[src/rtl/core/truth_value_combiner_unit_macros.svh]
// Assertion macros for the truth value combiner unit.
// Included by files that assert; depends on nothing.
`ifndef TRUTH_VALUE_COMBINER_UNIT_MACROS_SVH
`define TRUTH_VALUE_COMBINER_UNIT_MACROS_SVH
`ifndef ASSERT_OFF
`define TVC_ASSERT_IMPLIES(lbl, clk, rst, ante, cons) \
   lbl: assert property (@(posedge clk) disable iff (rst) (ante) |-> (cons)) \
      else $error("tvc assertion failed");
`define TVC_ASSERT_NEXT(lbl, clk, rst, ante, cons) \
   lbl: assert property (@(posedge clk) disable iff (rst) (ante) |=> (cons)) \
      else $error("tvc assertion failed");
`else
`define TVC_ASSERT_IMPLIES(lbl, clk, rst, ante, cons)
`define TVC_ASSERT_NEXT(lbl, clk, rst, ante, cons)
`endif
`endif

[src/rtl/core/tvc_pkg.sv]
// Shared types, constants and helpers of the truth value combiner.
// Used by tvc_front, tvc_div and truth_value_combiner_unit.
package tvc_pkg;

   localparam int FRACTION_BITS = 15;
   localparam int Q_WIDTH       = 16;
   localparam int COUNT_WIDTH   = 32;
   localparam int P_WIDTH       = 2 * Q_WIDTH;
   localparam int D_WIDTH       = P_WIDTH;
   localparam int N_WIDTH       = D_WIDTH + Q_WIDTH;
   localparam int DIV_STAGES    = Q_WIDTH;
   localparam int Y_WIDTH       = 19;
   localparam int RECIP_SHIFT   = 22;
   localparam logic [Y_WIDTH-1:0] RECIP_MULT = 19'd419431;

   localparam logic [Q_WIDTH-1:0] FX_ONE  = Q_WIDTH'(1) << FRACTION_BITS;
   localparam logic [Q_WIDTH-1:0] FX_HALF = Q_WIDTH'(1) << (FRACTION_BITS - 1);

   typedef enum logic [2:0] {
      OP_DEDUCTION = 3'd0,
      OP_INDUCTION = 3'd1,
      OP_ABDUCTION = 3'd2,
      OP_REVISION  = 3'd3,
      OP_AND       = 3'd4,
      OP_OR        = 3'd5,
      OP_NOT       = 3'd6
   } opcode_type;

   typedef struct packed {
      logic [2:0]             opcode;
      logic [Q_WIDTH-1:0]     strength_a;
      logic [Q_WIDTH-1:0]     confidence_a;
      logic [COUNT_WIDTH-1:0] count_a;
      logic [Q_WIDTH-1:0]     strength_b;
      logic [Q_WIDTH-1:0]     confidence_b;
      logic [COUNT_WIDTH-1:0] count_b;
   } req_type;

   typedef struct packed {
      logic [Q_WIDTH-1:0]     strength_out;
      logic [Q_WIDTH-1:0]     confidence_out;
      logic [COUNT_WIDTH-1:0] count_out;
      logic                   count_saturated;
      logic                   undefined_ratio;
   } rsp_type;

   typedef struct packed {
      logic [Q_WIDTH-1:0]     strength;
      logic [Q_WIDTH-1:0]     confidence;
      logic [COUNT_WIDTH-1:0] count;
      logic                   saturated;
      logic                   undefined;
      logic                   sel_div_s;
      logic                   sel_div_c;
   } side_type;

   typedef struct packed {
      logic [N_WIDTH-1:0] num;
      logic [D_WIDTH-1:0] den;
   } div_op_type;

   function automatic logic [Q_WIDTH-1:0] clamp_q(input logic [Q_WIDTH-1:0] v);
      return (v > FX_ONE) ? FX_ONE : v;
   endfunction

endpackage

[src/rtl/core/tvc_div.sv]
// Pipelined restoring divider, one quotient bit per stage.
// Depends on tvc_pkg.
module tvc_div (
   input  logic                        clock,
   input  logic [tvc_pkg::N_WIDTH-1:0] div_num,
   input  logic [tvc_pkg::D_WIDTH-1:0] div_den,
   output logic [tvc_pkg::Q_WIDTH-1:0] div_quo
);
   localparam int QW = tvc_pkg::Q_WIDTH;
   localparam int DW = tvc_pkg::D_WIDTH;
   localparam int NW = tvc_pkg::N_WIDTH;
   localparam int ST = tvc_pkg::DIV_STAGES;

   logic [DW-1:0] rem_ff [ST];
   logic [DW-1:0] den_ff [ST];
   logic [QW-1:0] low_ff [ST];
   logic [QW-1:0] quo_ff [ST];

   for (genvar k = 0; k < ST; k++) begin : g_stage
      logic [DW-1:0] rem_src;
      logic [DW-1:0] den_src;
      logic [QW-1:0] low_src;
      logic [QW-1:0] quo_src;
      logic [DW:0]   trial;
      logic [DW:0]   diff;
      if (k == 0) begin : g_first
         assign rem_src = div_num[NW-1:QW];
         assign den_src = div_den;
         assign low_src = div_num[QW-1:0];
         assign quo_src = '0;
      end else begin : g_next
         assign rem_src = rem_ff[k-1];
         assign den_src = den_ff[k-1];
         assign low_src = low_ff[k-1];
         assign quo_src = quo_ff[k-1];
      end
      assign trial = {rem_src, low_src[QW-1]};
      assign diff  = trial - {1'b0, den_src};
      always_ff @(posedge clock) begin
         if (trial >= {1'b0, den_src}) begin
            rem_ff[k] <= diff[DW-1:0];
            quo_ff[k] <= {quo_src[QW-2:0], 1'b1};
         end else begin
            rem_ff[k] <= trial[DW-1:0];
            quo_ff[k] <= {quo_src[QW-2:0], 1'b0};
         end
         den_ff[k] <= den_src;
         low_ff[k] <= {low_src[QW-2:0], 1'b0};
      end
   end

   assign div_quo = quo_ff[ST-1];
endmodule

[config.mk]
export PLATFORM = sky130hd
export DESIGN_NAME = tvc_div
export DESIGN_NICKNAME = d
export VERILOG_FILES = /design/src/rtl/core/truth_value_combiner_unit_macros.svh /design/src/rtl/core/tvc_pkg.sv /design/src/rtl/core/tvc_div.sv
export SDC_FILE = /design/constraint.sdc
export NUM_CORES = 2
export LEC_CHECK = 0
export BUFFER_PORTS_ARGS = -buffer_cell sky130_fd_sc_hd__buf_2
export CAP_MARGIN = 15
export CORE_ASPECT_RATIO = 0.9
export CORE_UTILIZATION = 40
export CTS_CLUSTER_SIZE = 12
export DETAILED_ROUTE_END_ITERATION = 12
export SLEW_MARGIN = 20
export SYNTH_ARGS = -nofsm -noshare
export SYNTH_HDL_FRONTEND = slang
export SYNTH_SLANG_ARGS = --single-unit
[constraint.sdc]
create_clock -name clock -period 7.3 [get_ports clock]
set_input_delay 1.095 -clock clock [delete_from_list [all_inputs] [get_ports clock]]
set_output_delay 1.095 -clock clock [all_outputs]
set_load 0.01 [all_outputs]
* Yosys cells after proc, flatten, opt, wreduce, memory -nomap -nowiden
Memories as Yosys holds them, arrays and structs flattened.
Cells that the tools add are included.
** Storage, ports and cells
- Flip-flop bits (word level) :: 0
- RAM bits :: 1520
- Input port bits :: 81
- Output and inout port bits :: 16
- Memories kept :: 4
** Operators by class
- Add/sub/neg operators :: 16
- Order comparisons :: 16
- Muxes and demuxes :: 80
- Bitwise operators :: 32
** Memories
- den_ff :: depth 16, width 32, rd ports 15, clocked after Yosys merged registers in 0, write ports 16, line tvc_div.sv:15 : logic [DW-1:0] den_ff [ST];
- rem_ff :: depth 16, width 32, rd ports 15, clocked after Yosys merged registers in 0, write ports 16, line tvc_div.sv:14 : logic [DW-1:0] rem_ff [ST];
- quo_ff :: depth 16, width 16, rd ports 16, clocked after Yosys merged registers in 0, write ports 16, line tvc_div.sv:17 : logic [QW-1:0] quo_ff [ST];
- low_ff :: depth 16, width 15, rd ports 15, clocked after Yosys merged registers in 0, write ports 16, line tvc_div.sv:16 : logic [QW-1:0] low_ff [ST];
** Operators with widths (number)
- greater-or-equal comparator 33 x 32 -> 1 bit :: 16
- two-way mux 32 bit :: 16
- subtractor 32 bit :: 16
- two-way mux 16 bit :: 16
- two-way mux 1 bit :: 48
- OR 1 bit :: 32

* Longest topological paths before layout
An unclocked memory read counts as a cell.
- Word-level depth :: 5
- Depth in mapped cells :: 15
- Mapped depth without buffers :: 13

* Least setup slack after synthesis
No wires, ideal clock.
- Kind :: input-to-reg
- From :: in div_den[1] (netlist bit)
- To :: mem rem_ff[0][24] (netlist bit)
- Library setup time :: 121 ps
- Arrival :: 3634 ps
- Data required time :: 7179 ps
- Path slack :: 3545 ps
- Stages :: 14
- Buffers on the path :: 2
- Cells stage by stage :: inv_1 ha_1 nor2b_1 o31a_1 o21a_1 o41ai_2 o21ai_1 nand3_1 a21oi_1 a21oi_1 o21a_1 buf_2 buf_2 mux2_2
** RTL lines
- from (decl) :: line tvc_div.sv:6 : input logic [tvc_pkg::D_WIDTH-1:0] div_den,
- to (decl) :: line tvc_div.sv:14

==> implementation parameters <==
Parameter                              Value

Critical path
  CP cell instances    inv_1 -> ha_1 -> nand3_1 -> o21bai_1 -> nand3_1 -> a311o_1 -> a31oi_1 -> a21oi_1 -> a221oi_1 -> o211ai_1 -> buf_4 -> mux2_2
  Category of the critical setup timing path    reg -> reg
  Worst Path Required    7.94 ns
  Worst Setup Start Kind    flip-flop
  Critical R2R Launch    den_ff[9][3]
  Crit-path max FO    45
  Delay of the slowest cell on the worst path    0.65 ns
  Highest-delay cell along the critical path    sky130_fd_sc_hd__o211ai_1
  Buffers plus inverters on the worst setup path    2
  Category of the worst setup path capture point    flip-flop
  Worst Path Arrival    4.91 ns
  Most common cell type on the critical path    sky130_fd_sc_hd__nand3_1
  Beginning of the critical path    den_ff[9][3]
  Cell family with the largest share of critical-path delay    compound AO/OA/AOI/OAI gates

Pwr
  Internal power    19.69 mW
  Switching part of the total power    38.78%
  Leakage dissipation    29.01 nW
  Total Power    32.16 mW
  Net switching power    12.47 mW
  Logic pwr share    48.3%
  Power per standard cell area    512.3 nW/um2
  Clock network fraction of total power    20.9%
  Proportion of power drawn by flip-flops and latches    30.8%
  Maximum vdd drop    275.3 uV

Global route
  Met2 demand-to-capacity share in global routing    30.29%
  Antenna violations before repair    3
  Gr busiest metal    met2
  Overall track demand over capacity in global routing    19.07%
  Vias in the first global route    39744
  Global-route track usage on met3    3.161%
  Pin count of the biggest net entering global routing    64
  Global-route wire length before repair    215.2 mm
  Met1 usage in global routing    25.89%
  Aggregate global routing overflow    0

Placement
  Number of placed instances with taps included    7761
  I/O Buffers    96
  Final HPWL from detailed placement    107.1 mm
  Placer's final routability congestion estimate    0.9278

STA
  Worst slew slack as a fraction of its limit    21.01%
  Skew final    0.04803 ns
  Final period utilization    58.44%
  Final hold violation count    0
  Count of final setup violators    0
  RSZ-0062 raised after global routing    false
  Highest Clock Rate    0.2344 GHz
  Setup Total Neg Slack    0 ns
  Transition time of the tightest slew-check pin    1.170 ns
  Fin. max-slew vios    0
  Minimum period implied by the final worst setup slack    4.266 ns

Route
  Initial detailed-routing violation count    2610
  Total number of vias    40768
  Routed Wire Length    135.7 mm
  1st-pass router iterations    10
  DRT antenna net count    0
  Number of design rule violations left after detail routing    8
  Via density per instance    5.100
  Routed length per instance    16.97 um

Min path
  Source of the worst hold timing path    low_ff[1][42]
  Class of the tightest hold or removal check    reg -> reg

Synth
  Multiplexer area fraction after synthesis    4.892%
  Yosys warning total    0
  Share of synthesized flip-flops with an asynchronous set or reset    0%
  Post-synthesis xor/xnor area fraction    6.367%
  Number of enable flip-flop cells after synthesis    0
  Adder and majority gate portion of the synthesized area    11.98%
  Fraction of the mapped netlist area in compound gates    17.64%
  Largest family of logic cells by synthesized area    compound AO/OA/AOI/OAI gates
  Synthesis-stage register bit count    1216
  Post-synthesis cell area    55980 um2
  Sequential element share of the synthesized area    43.48%
  Predominant post-synthesis flop cell    sky130_fd_sc_hd__dfxtp_1
  Average instance area after synthesis    9.419 um2
  Post-Synth Simple-Gate Area    10.33%
  Synthesized net count    6552
  Synthesized netlist cell count    5944
  Unique masters post-synth    91

Die
  Area of the placeable core    138200 um2
  Die Wd    396.3 um
  Floorplan die area    141500 um2
  DIE HEIGHT    356.9 um
  Ports    97
  Starting density of the core    40.52%
  FP Rows    129

Final layout
  Area growth from synthesis to layout    12.15%
  Number of standard cells in the layout, taps in and fillers out    7993
  Fraction of layout instances using a drive strength above 1    9.617%
  Net count of the finished layout    6672

Clock network
  Post-CTS Setup Bufs    0
  Number of buffers added by the clock tree synthesis step    135
  Worst-Skew Late Latency    0.77 ns
  Gates resized, CTS repair    0
  H-tree levels    4
  Sink Count    1216
  TritonCTS clock tree    done
  Max Root-Sink Buffers    3
  CTS clk-pin slew, worst paths    0.06 ns
  Post-CTS Hold Buffers    0
  Root Buffer Master    sky130_fd_sc_hd__clkbuf_16

Outcome
  Violations in the final reports    DRC
  Result of the run    finished with violations

Job
  Max Cap Viol    0
state kept, by name, indices dropped and copies added, names as in the netlist:
register and count:
den_ff 480, low_ff 120, quo_ff 136, rem_ff 480
logic make-up (layout without fill, tap and decap cells):
logic type,Yosys count,after routing
xor+xnor,407,407
mux,236,236
flops,1216,1216
other cells,0,3
simple gates,1227,1227
compound gates,1576,1576
buf+inv,755,967
fa+ha+maj,527,527
power groups by stage:
| stage | Clock [mW] | Sequential [mW] | Combinational [mW] |
|---|---|---|---|
| 2_1_floorplan | 0 | 9.49 | 12.3 |
| 3_3_place_gp | 0 | 10.1 | 15.1 |
| 3_5_place_dp | 0 | 10.0 | 15.3 |
| 4_1_cts | 6.91 | 9.93 | 15.4 |
| 5_1_grt | 7.20 | 10.1 | 17.3 |
| 6_report | 6.71 | 9.91 | 15.5 |
path summary, 6_finish.rpt:
kind,slack (ns),cells past startpoint,end
setup / recovery,3.03,12,rem_ff[10][4]
hold reg to reg,0.30,0,low_ff[1][58]
setup reg to reg,3.03,12,rem_ff[10][4]
hold / removal,0.30,0,low_ff[1][58]
layer usage:
| metal | share of wire [%] | routed length [um] |
|---|---|---|
| met1 | 48 | 65670 |
| met2 | 43 | 58800 |
| met3 | 4.9 | 6698 |
| met5 | 0.0052 | 7 |
| met4 | 3.3 | 4491 |
final cells by class:
type / instances / area (um2)
Clock inverter: 37 / 520.5
Timing Repair Buffer: 113 / 608.1
Tap cell: 1834 / 2295
Clock buffer: 192 / 3919
Inverter: 625 / 2346
Fill cell: 13189 / 75380
Sequential cell: 1216 / 24340
Multi-Input combinational cell: 3973 / 28750
Antenna cell: 3 / 7.507
cell usage after synthesis (all sizes together), types with 18 or more instances:
| cell | instances | area [um2] |
|---|---|---|
| nand2 | 424 | 1592 |
| nand4 | 78 | 488.0 |
| a221oi | 19 | 183.9 |
| o21bai | 61 | 457.9 |
| xnor2 | 244 | 2137 |
| a21oi | 509 | 2547 |
| nor4 | 22 | 137.6 |
| a21o | 232 | 1742 |
| mux2 | 220 | 2579 |
| and2 | 26 | 162.7 |
| ha | 512 | 6406 |
| or3 | 18 | 112.6 |
| a211oi | 32 | 245.2 |
| xor2 | 163 | 1428 |
| dfxtp | 1216 | 24340 |
| o211ai | 21 | 157.7 |
| nor3 | 57 | 285.3 |
| and3 | 46 | 287.8 |
| o31ai | 36 | 312.8 |
| nand3 | 95 | 475.5 |
| o21a | 67 | 503.0 |
| o31a | 27 | 236.5 |
| o21ai | 396 | 1986 |
| a31oi | 49 | 306.5 |
| nor2b | 57 | 356.6 |
| buf | 56 | 346.6 |
| nand2b | 55 | 344.1 |
| clkbuf | 74 | 277.8 |
| inv | 625 | 2346 |
| nor2 | 292 | 1101 |
through the flow:
| step | util [%] | cell area, um2 | setup WS (ns) | hold slack, ns |
|---|---|---|---|---|
| 2_1_floorplan | - | 55980 | 3.545 | 0.3096 |
| 3_3_place_gp | 42.22 | 58340 | 2.898 | 0.3095 |
| 3_5_place_dp | 42.22 | 58340 | 2.921 | 0.3121 |
| 4_1_cts | 45.44 | 62780 | 3.050 | 0.3102 |
| 5_1_grt | 45.44 | 62780 | 2.778 | 0.3251 |
| 6_report | 45.44 | 62780 | 3.034 | 0.3005 |
placed cells by master, fill, tap and decap left out, types with 25 or more instances in the layout:
cell type,count
sky130_fd_sc_hd__a211oi_1,31
sky130_fd_sc_hd__a21o_1,232
sky130_fd_sc_hd__a21oi_1,508
sky130_fd_sc_hd__a31oi_1,49
sky130_fd_sc_hd__and2_1,25
sky130_fd_sc_hd__and3_1,46
sky130_fd_sc_hd__buf_2,96
sky130_fd_sc_hd__clkbuf_1,30
sky130_fd_sc_hd__clkbuf_16,140
sky130_fd_sc_hd__dfxtp_1,1216
sky130_fd_sc_hd__ha_1,512
sky130_fd_sc_hd__inv_1,625
sky130_fd_sc_hd__mux2_2,192
sky130_fd_sc_hd__mux2_4,27
sky130_fd_sc_hd__nand2_1,424
sky130_fd_sc_hd__nand2b_1,55
sky130_fd_sc_hd__nand3_1,94
sky130_fd_sc_hd__nand4_1,78
sky130_fd_sc_hd__nor2_1,290
sky130_fd_sc_hd__nor2b_1,57
sky130_fd_sc_hd__nor3_1,57
sky130_fd_sc_hd__o21a_1,67
sky130_fd_sc_hd__o21ai_0,380
sky130_fd_sc_hd__o21bai_1,61
sky130_fd_sc_hd__o31a_1,26
sky130_fd_sc_hd__o31ai_1,31
sky130_fd_sc_hd__xnor2_1,244
sky130_fd_sc_hd__xor2_1,163
No activity file was read; power rests on OpenSTA's default activity.
